## config.mk

```make
export PLATFORM = sky130hd
export DESIGN_NAME = note_text_to_midi_pitch_unit
export DESIGN_NICKNAME = d
export VERILOG_FILES = /design/src/design/ntmp_pkg.sv /design/src/design/note_text_to_midi_pitch_unit.sv
export SDC_FILE = /design/constraint.sdc
export NUM_CORES = 1
export LEC_CHECK = 0
export BUFFER_PORTS_ARGS = -buffer_cell sky130_fd_sc_hd__clkbuf_2
export CAP_MARGIN = 20
export CORE_MARGIN = 3
export CORE_UTILIZATION = 65
export CTS_CLUSTER_DIAMETER = 150
export DETAILED_ROUTE_END_ITERATION = 6
export HOLD_SLACK_MARGIN = 0.12
export MAX_ROUTING_LAYER = met4
export PLACE_DENSITY_LB_ADDON = 0.12
export SYNTH_ARGS = -nofsm -noshare
export SYNTH_HDL_FRONTEND = slang
export SYNTH_SLANG_ARGS = --single-unit
```

## constraint.sdc

```tcl
create_clock -name clk_i -period 22 [get_ports clk_i]
set_input_delay 3.3 -clock clk_i [delete_from_list [all_inputs] [get_ports clk_i]]
set_output_delay 3.3 -clock clk_i [all_outputs]
set_load 0.05 [all_outputs]
```

## src/design/ntmp_pkg.sv

```systemverilog
// shared constants and key scale table for the note text to midi pitch unit
package ntmp_pkg;

  localparam int unsigned KeyW        = 4;
  localparam int unsigned NumKeys     = 14;
  localparam int unsigned NumLetters  = 7;
  localparam int unsigned StoreDepth  = 14;
  localparam int unsigned IdxW        = 4;
  localparam int unsigned AccW        = 9;
  localparam int unsigned OctW        = 6;

  localparam logic [7:0]      NoteBase    = 8'h3c;
  localparam logic [AccW-1:0] NaturalMark = 9'h0ff;

  localparam logic [7:0] ChComma = 8'h2c;
  localparam logic [7:0] ChApos  = 8'h27;
  localparam logic [7:0] ChFlat  = 8'h5f;
  localparam logic [7:0] ChSharp = 8'h5e;
  localparam logic [7:0] ChNat   = 8'h3d;
  localparam logic [7:0] ChUpA   = 8'h41;
  localparam logic [7:0] ChUpG   = 8'h47;
  localparam logic [7:0] ChUpZ   = 8'h5a;
  localparam logic [7:0] ChLoA   = 8'h61;
  localparam logic [7:0] ChLoG   = 8'h67;
  localparam logic [7:0] ChLoZ   = 8'h7a;

  localparam logic [KeyW-1:0] KeyDefault = 4'd0;

  // semitones above c for letters a..g, one row per major key
  localparam logic [7:0] KeySteps [NumKeys][NumLetters] = '{
    '{8'd9,  8'd11, 8'd0,   8'd2, 8'd4, 8'd5, 8'd7},
    '{8'd9,  8'd11, 8'd0,   8'd2, 8'd4, 8'd6, 8'd7},
    '{8'd9,  8'd11, 8'd1,   8'd2, 8'd4, 8'd6, 8'd7},
    '{8'd9,  8'd11, 8'd1,   8'd2, 8'd4, 8'd6, 8'd8},
    '{8'd9,  8'd11, 8'd1,   8'd3, 8'd4, 8'd6, 8'd8},
    '{8'd10, 8'd11, 8'd1,   8'd3, 8'd4, 8'd6, 8'd8},
    '{8'd10, 8'd11, 8'd1,   8'd3, 8'd5, 8'd6, 8'd8},
    '{8'd8,  8'd10, 8'd255, 8'd1, 8'd3, 8'd5, 8'd6},
    '{8'd10, 8'd12, 8'd1,   8'd3, 8'd5, 8'd6, 8'd8},
    '{8'd8,  8'd10, 8'd0,   8'd1, 8'd3, 8'd5, 8'd6},
    '{8'd8,  8'd10, 8'd0,   8'd1, 8'd3, 8'd5, 8'd7},
    '{8'd8,  8'd10, 8'd0,   8'd2, 8'd3, 8'd5, 8'd7},
    '{8'd9,  8'd10, 8'd0,   8'd2, 8'd3, 8'd5, 8'd7},
    '{8'd9,  8'd10, 8'd0,   8'd2, 8'd4, 8'd5, 8'd7}
  };

  // scale step of a store index in a key, upper octave for lower-case letters
  function automatic logic [7:0] step_of(logic [KeyW-1:0] key, logic [IdxW-1:0] idx);
    logic [KeyW-1:0] k;
    logic [2:0]      letter;
    logic [7:0]      up;
    k = (key > KeyW'(NumKeys - 1)) ? KeyDefault : key;
    if (idx >= IdxW'(NumLetters)) begin
      letter = 3'(idx - IdxW'(NumLetters));
      up     = 8'd12;
    end else begin
      letter = idx[2:0];
      up     = 8'd0;
    end
    return KeySteps[k][letter] + up;
  endfunction

endpackage

```

## src/design/note_text_to_midi_pitch_unit.sv

```systemverilog
// top level: abc note token characters in, midi pitch out
// Takes one character or bar event per cycle and answers one pitch per note token, in the
// cycle after the token's last character is accepted. An input request is taken every cycle
// unless a finished pitch is held in the output register while the output side stalls. The
// path from the input character through the store read and the pitch sum into the output
// register is combinational. The accidental store is 14 flip-flop entries, cleared at reset and in
// the cycle a bar event is accepted, so no clearing pass is needed.
module note_text_to_midi_pitch_unit (
  input  logic                     clk_i,
  input  logic                     rst_ni,
  input  logic                     cfg_we_i,
  input  logic [ntmp_pkg::KeyW-1:0] cfg_wdata_i,
  input  logic                     in_valid_i,
  output logic                     in_stall_o,
  input  logic                     opcode_i,
  input  logic [7:0]               char_code_i,
  input  logic                     last_char_i,
  output logic                     out_valid_o,
  input  logic                     out_stall_i,
  output logic [7:0]               midi_pitch_o,
  output logic                     letter_found_o
);

  logic [ntmp_pkg::KeyW-1:0] key_q;
  logic [ntmp_pkg::AccW-1:0] store_q [ntmp_pkg::StoreDepth];
  logic [ntmp_pkg::AccW-1:0] acc_q, acc_d;
  logic [ntmp_pkg::OctW-1:0] oct_q, oct_d;
  logic [ntmp_pkg::IdxW-1:0] idx_q, idx_d;
  logic                      alpha_q, alpha_d;
  logic                      lv_q, lv_d;
  logic                      out_valid_q;
  logic [7:0]                pitch_q, pitch_d;
  logic                      found_q;

  logic                      in_acc;
  logic                      is_upper, is_lower;
  logic [7:0]                plain, keyed, step_sum, oct12;
  logic [7:0]                oct_ext;
  logic [ntmp_pkg::AccW-1:0] st;

  assign in_stall_o = out_valid_q && out_stall_i;
  assign in_acc     = in_valid_i && !in_stall_o;

  // token state update for one character
  always_comb begin
    oct_d   = oct_q;
    acc_d   = acc_q;
    idx_d   = idx_q;
    alpha_d = alpha_q;
    lv_d    = lv_q;
    if (char_code_i == ntmp_pkg::ChComma) begin
      oct_d = oct_q - 6'd1;
    end else if (char_code_i == ntmp_pkg::ChApos) begin
      oct_d = oct_q + 6'd1;
    end
    is_upper = char_code_i inside {[ntmp_pkg::ChUpA:ntmp_pkg::ChUpZ]};
    is_lower = char_code_i inside {[ntmp_pkg::ChLoA:ntmp_pkg::ChLoZ]};
    if (!alpha_q) begin
      if (is_upper || is_lower) begin
        alpha_d = 1'b1;
        if (is_upper && char_code_i <= ntmp_pkg::ChUpG) begin
          lv_d  = 1'b1;
          idx_d = 4'(char_code_i - ntmp_pkg::ChUpA);
        end else if (is_lower && char_code_i <= ntmp_pkg::ChLoG) begin
          lv_d  = 1'b1;
          idx_d = 4'(char_code_i - ntmp_pkg::ChLoA + 8'(ntmp_pkg::NumLetters));
        end
      end else if (char_code_i == ntmp_pkg::ChFlat) begin
        acc_d = acc_q - 9'd1;
      end else if (char_code_i == ntmp_pkg::ChSharp) begin
        acc_d = acc_q + 9'd1;
      end else if (char_code_i == ntmp_pkg::ChNat) begin
        acc_d = ntmp_pkg::NaturalMark;
      end
    end
  end

  // pitch of the token if this character ends it
  always_comb begin
    plain = ntmp_pkg::step_of(ntmp_pkg::KeyDefault, idx_d);
    keyed = ntmp_pkg::step_of(key_q, idx_d);
    st    = store_q[idx_d];
    if (acc_d == ntmp_pkg::NaturalMark) begin
      step_sum = plain;
    end else if (acc_d != '0) begin
      step_sum = plain + acc_d[7:0];
    end else if (st == ntmp_pkg::NaturalMark) begin
      step_sum = plain;
    end else if (st == '0) begin
      step_sum = keyed;
    end else begin
      step_sum = plain + st[7:0];
    end
    oct_ext = {2'b00, oct_d};
    oct12   = (oct_ext << 3) + (oct_ext << 2);
    pitch_d = lv_d ? (step_sum + oct12 + ntmp_pkg::NoteBase) : 8'd0;
  end

  always_ff @(posedge clk_i or negedge rst_ni) begin
    if (!rst_ni) begin
      key_q <= ntmp_pkg::KeyDefault;
    end else if (cfg_we_i) begin
      key_q <= cfg_wdata_i;
    end
  end

  always_ff @(posedge clk_i or negedge rst_ni) begin
    if (!rst_ni) begin
      acc_q   <= '0;
      oct_q   <= '0;
      idx_q   <= '0;
      alpha_q <= 1'b0;
      lv_q    <= 1'b0;
      for (int i = 0; i < ntmp_pkg::StoreDepth; i++) begin
        store_q[i] <= '0;
      end
    end else if (in_acc) begin
      if (opcode_i) begin
        for (int i = 0; i < ntmp_pkg::StoreDepth; i++) begin
          store_q[i] <= '0;
        end
      end else if (last_char_i) begin
        if (lv_d && acc_d != '0) begin
          store_q[idx_d] <= acc_d;
        end
        acc_q   <= '0;
        oct_q   <= '0;
        idx_q   <= '0;
        alpha_q <= 1'b0;
        lv_q    <= 1'b0;
      end else begin
        acc_q   <= acc_d;
        oct_q   <= oct_d;
        idx_q   <= idx_d;
        alpha_q <= alpha_d;
        lv_q    <= lv_d;
      end
    end
  end

  always_ff @(posedge clk_i or negedge rst_ni) begin
    if (!rst_ni) begin
      out_valid_q <= 1'b0;
    end else if (in_acc && !opcode_i && last_char_i) begin
      out_valid_q <= 1'b1;
    end else if (!out_stall_i) begin
      out_valid_q <= 1'b0;
    end
  end

  always_ff @(posedge clk_i) begin
    if (in_acc && !opcode_i && last_char_i) begin
      pitch_q <= pitch_d;
      found_q <= lv_d;
    end
  end

  assign out_valid_o    = out_valid_q;
  assign midi_pitch_o   = pitch_q;
  assign letter_found_o = found_q;

  // a token that ends produces a pitch in the next cycle
  assert property (@(posedge clk_i) disable iff (!rst_ni)
    (in_acc && !opcode_i && last_char_i) |=> out_valid_q)
    else $error("token end did not produce a pitch");

  // no note letter means pitch zero
  assert property (@(posedge clk_i) disable iff (!rst_ni)
    (out_valid_q && !found_q) |-> (pitch_q == 8'd0))
    else $error("pitch nonzero without a note letter");

  // a note letter is only valid after a letter was seen
  assert property (@(posedge clk_i) disable iff (!rst_ni)
    lv_q |-> alpha_q)
    else $error("letter valid without letter seen");

  // a bar request empties the accidental store
  assert property (@(posedge clk_i) disable iff (!rst_ni)
    (in_acc && opcode_i) |=> (store_q[0] == '0 && store_q[ntmp_pkg::StoreDepth-1] == '0))
    else $error("store not cleared by bar");

  // a held pitch stays put while the output side stalls
  assert property (@(posedge clk_i) disable iff (!rst_ni)
    (out_valid_q && out_stall_i) |=> (out_valid_q && $stable(pitch_q) && $stable(found_q)))
    else $error("stalled pitch changed");

endmodule

```

# == Yosys cells after proc, flatten, opt, wreduce, memory -nomap -nowiden ==
# Memory sizes are Yosys's and may differ from the RTL's.
# Index checks and enable logic that the tools add are counted.
# classes
n_eq_ne,8
mul,0
div_mod_pow,0
reduce_logical,19
n_addsub,15
n_bitwise,4
muxes,47
magnitude_cmp,12
shift,0
# op_table
op,n
$mux W126,3
$bwmux W126,1
$mux W56,2
$mux W9,9
$mux W8,8
$add A8 B8 Y8,6
$bmux W9 S4,1
$demux W9 S4,1
$le A8 B7 Y1 const B,4
$mux W4,7
$bmux W8 S3,1
$eq A8 B6 Y1 const B,3
$eq A9 B8 Y1 const B,2
$mux W6,3
$eq A8 B7 Y1 const B,2
$ge A8 B7 Y1 const B,2
$ge A5 B5 Y1 const B,2
$logic_and A1 B1 Y1,10
$mux W1,10
$not A4 Y5,2
$add A9 B1 Y9 const B,1
$logic_not A9 Y1,1
$reduce_bool A9 Y1,1
$sub A9 B1 Y9 const B,1
19 further kinds,22
# word_totals
register_bits,161
latch_bits,0
inputBits,19
rom_bits,960
ramBits,0
n_memories,2
elab_cells,130
# mem_list
name,depth,width,rd,rd_ports_with_merged_regs,wr,line,rtl
(name not given),16,56,1,0,0,ntmp_pkg.sv:60,return KeySteps[k][letter] + up;
(name not given),8,8,1,0,0,ntmp_pkg.sv:60,

# == Depth between registers and ports, before layout ==
# depth
depth_word,21
ltp_mapped,39
depth_no_buf,35

# == Least setup slack after synthesis ==
# Ideal clock, no wire load.
# synth_timing
path_kind,input to register
from,input port char_code_i[1]
to,"register pitch_q[7], in the netlist midi_pitch_o[7] (data pin)"
setup_slack_ns,11.492
required_time_ns,21.725
arrival_ns,10.233
path_buffers,4
setup_time_ns,0.275
path_stages,37
cell_sequence,inv_1 -> ha_1 -> or3b_1 -> buf_2 -> nor3_1 -> o31ai_2 -> nand2_4 -> buf_2 -> buf_2 -> ha_1 -> inv_1 -> o21ai_1 -> mux2_2 -> clkbuf_1 -> nor2_1 -> ha_1 -> xor2_1 -> ha_1 -> a21oi_1 -> o21ai_0 -> a21oi_1 -> nor2_1 -> xnor2_1 -> a21oi_1 -> nor2b_1 -> o21ai_1 -> fa_1 -> inv_1 -> ha_1 -> ha_1 -> a21oi_1 -> xnor2_1 -> xnor2_1 -> xnor2_1 -> nor2_1 -> o21ai_0 -> o31ai_1
# synth_between
elab_chain_cells,21
word_cells_on_any_way,64
# synth_rtl
element,line,rtl
start: declaration,note_text_to_midi_pitch_unit.sv:16,"input logic [7:0] char_code_i,"
branches (longest 21 deep; another with $mem_v2 Z8 W8),-,
end signal: assignment,note_text_to_midi_pitch_unit.sv:153,pitch_q <= pitch_d;
end: declaration,note_text_to_midi_pitch_unit.sv:32,"logic [7:0] pitch_q, pitch_d;"
# Parallel ways; which one is timed is not known. The select of a mux whose other input is x is not followed.
# A chain may end at the register's enable or synchronous reset.

# == Final worst setup path ==
# Same ends and word-level chain as after synthesis.

==> flow_summary_export.csv <==
group,metric,value,unit
power,power.switching_fraction,0.314,
sta,maxSlewViolCount,0,
floorplan,fp.dieArea,17300,µm²
final_layout,antenna_cells,0,
placed_design,place_congestion,0.938,
synthesis,post-synth-top-area-fraction,0.372,
sta,fin_crit_sh,0.490,
sta,max_freq,92.8,MHz
synthesis,synth-edff-count,9,
status,status,"finished with violations",
clock_tree,tritoncts_num_sinks,161,
drt,routed_wl,28100,µm
power,power_per_cell_area,72.0,nW/µm²
clock_tree,postCtsHoldBufs,0,
power,power.switching,0.000250,W
power,leakagePower,5.11,nW
power,comb_power_share,0.229,
placed_design,buffer_ports.inserted,29,
status,failed_checks,"DRC",
sta,setup_viol,0,
synthesis,yosysTopAreaCell,"dfrtp_1",
grt,grt_max_degree,85,
final_layout,layout.nets,1237,
floorplan,rows,45,
clock_tree,clock_tree.root_cell,"clkbuf_16",
sta,tns,0,ps
floorplan,io_pins,30,
placed_design,place.detailed.hpwl,19300,µm
sta,finClkSkew,9.55,ps
setup_path,worst-setup-path-type,"input pin to flip-flop",
sta,hold-worst-slack,478,ps
clock_tree,cts_setup_buffers,0,
synthesis,synth.lib_cells_used.distinct,90,
sta,grt_setup_unrepaired,"false",
final_layout,syn2layout_area_growth,8.10,%
setup_path,timing.critical_path.slowest_cell_delay,670,ps
power,seqPwrFrac,0.386,
setup_path,critical_path.startpoint_type,"input pin",
setup_path,critical-path-slowest-cell,"o21ai_1",
synthesis,synth.top_cells.by_area,"dfrtp_1, nand2_1, o21ai_0",
final_layout,layout.core_utilization,0.722,
drt,detail_route.iter0.violations,1129,
setup_path,cp_data_required_time,22160,ps
clock_tree,numCtsBuffers,17,
power,worst_supply_voltage_drop_on_vdd,0.0000622,V
synthesis,postSynthNetCount,1232,
synthesis,post_synth_instance_area,10200,µm²
clock_tree,cts-resized-gates,0,
grt,grt_util_met2,0.522,
final_layout,most_frequent_cells_in_the_layout,"nand2_1, o21ai_0, dfrtp_1",
drt,avgViaCountPerCell,6.55,
floorplan,die_height,131,µm
final_layout,layout_commonest_cell,"nand2_1",
final_layout,final-instance-count-excl-fill,1386,
synthesis,synth.avg_cell_area,8.84,µm²
final_layout,fillers,1214,
synthesis,yosys_synthesis_warning_count,0,
grt,grt.overflow.total,0,
setup_path,biggest_fanout_along_the_worst_timing_path,26,
worst_hold_path,hold_path_class,"flip-flop to flip-flop",
run,cap_violations,0,
setup_path,timing.reg2reg.setup_slack,14140,ps
setup_path,cp-end-kind,"flip-flop",
setup_path,crit_arrival,10940,ps
clock_tree,cts.clk_slew.worst_paths,70,ps
drt,route.vias.total,9075,
sta,normalized_max_slew_margin,0.241,
synthesis,postSynth.asyncResetShare,0.944,
power,pwr-share-clk,0.385,
synthesis,synth-seq-cells,161,
final_layout,layout-drive-gt1-share,0.0945,
drt,drt_first_pass_iters,7,
sta,timing_worst_slew_pin_value,1140,ps
sta,postLayoutSetupSlackWorst,11220,ps
grt,groute.layer.met1.usage,0.450,
floorplan,coreArea,15300,µm²
grt,antenna_found_initial,0,
sta,min_period,10780,ps
clock_tree,cts-root-to-sink-buffers,2,
grt,number_of_global_route_vias_before_repair,8527,
placed_design,pre_cts_slack,10850,ps
grt,global_route_usage_sum,0.338,
synthesis,netlist_instances,1157,
placed_design,placedCellCount,1354,
synthesis,top_ff_cell_synth,"dfrtp_1",
synthesis,synth.yosys.seq_area_share,0.398,
drt,number_of_drc_violations_after_detailed_routing,1,
sta,finalHoldViolations,0,
drt,antenna_left,0,
grt,globalRoute.busiestLayer,"met2",
setup_path,cp.buffers_inverters,6,
grt,globalRouteMet3Util,0.0674,
drt,route.detailed.wl_per_inst,20.2,µm
grt,global_route_wire_length_before_repair,45600,µm
setup_path,cp_top_family,"adder cells",
floorplan,initial_core_util,0.668,
power,internal-power,0.000547,W
floorplan,floorplan.die.width,131,µm
clock_tree,cts.htree.levels,4,
clock_tree,cts_tree,"done",
clock_tree,insertion_delay,440,ps
-- Yosys cell counts (18+ instances only) --
cell	count
dfrtp_1	152
clkbuf_1	36
mux2i_1	43
o21ai_1	18
ha_1	48
nor2_1	45
inv_1	64
o21ai_0	164
nand2_1	227
xnor2_1	22
a21oi_1	34
-- power groups by stage --
stage / combinational (W) / sequential [W] / clock (W)
detailed placement: 0.000180 / 0.000313 / 0
global route: 0.000205 / 0.000308 / 0.000322
CTS: 0.000181 / 0.000307 / 0.000308
global placement: 0.000177 / 0.000313 / 0
floorplan: 0.000134 / 0.000314 / 0
finish: 0.000182 / 0.000307 / 0.000307
-- worst register-to-register path, delay by kind of cell (launching register included) --
kind	cells	cell delay, ps
buf+inv	3	220
simple gates	8	1360
fa+ha+maj	6	2130
compound gates	10	1920
flops	1	460
xor+xnor	5	1490
-- per-stage QoR --
step                      area (µm²)  power (W)
after floorplan                10200   0.000448
after global placement         10400   0.000490
after detailed placement       10500   0.000493
after CTS                      11100   0.000796
after global routing           11100   0.000835
final                          11100   0.000797
-- sequential cells by signal (all words and copies together), names as in the netlist --
| signal | cells |
|---|---|
| store_q | 126 |
| acc_q | 9 |
| midi_pitch_o | 8 |
| oct_q | 6 |
| idx_q | 4 |
| key_q | 4 |
| alpha_q | 1 |
| letter_found_o | 1 |
| lv_q | 1 |
| out_valid_o | 1 |
-- final timing paths --
kind | start | end | cells after the start
min in group asynchronous | rst_ni | acc_q[8] | 1
setup reg to reg | alpha_q | midi_pitch_o[7] | 32
max in group asynchronous | rst_ni | store_q[15] | 2
setup / recovery | char_code_i[1] | midi_pitch_o[7] | 36
hold / removal | store_q[7] | store_q[7] | 2
hold reg to reg | store_q[7] | store_q[7] | 2
-- metal layers --
metal	wire (µm)	up-vias
li1	-	4153
met1	11500	4353
met2	13100	468
met3	2380	101
met4	1110	0
met5	0	-
-- kinds of logic (layout without fill, tap and decap cells) --
group	after synthesis	in the layout	share of synthesized area
and+or+nand+nor	389	389	0.180
buffers and inverters	115	133	0.0470
muxes	62	62	0.0656
xor gates and xnor gates	28	28	0.0240
adders and majority gates	56	56	0.0744
AOI/OAI and AO/OA	346	346	0.211
DFF	161	161	0.398
-- layout make-up --
class	instances	area, µm²	area share
clock buffer	20	457	0.0413
clock inverter	12	145	0.0131
inverter	67	254	0.0230
multi-input combinational	881	5680	0.513
sequential	161	4070	0.368
tap	211	264	0.0239
timing repair buffer	34	189	0.0171
Power figures use the tool's default switching activity.
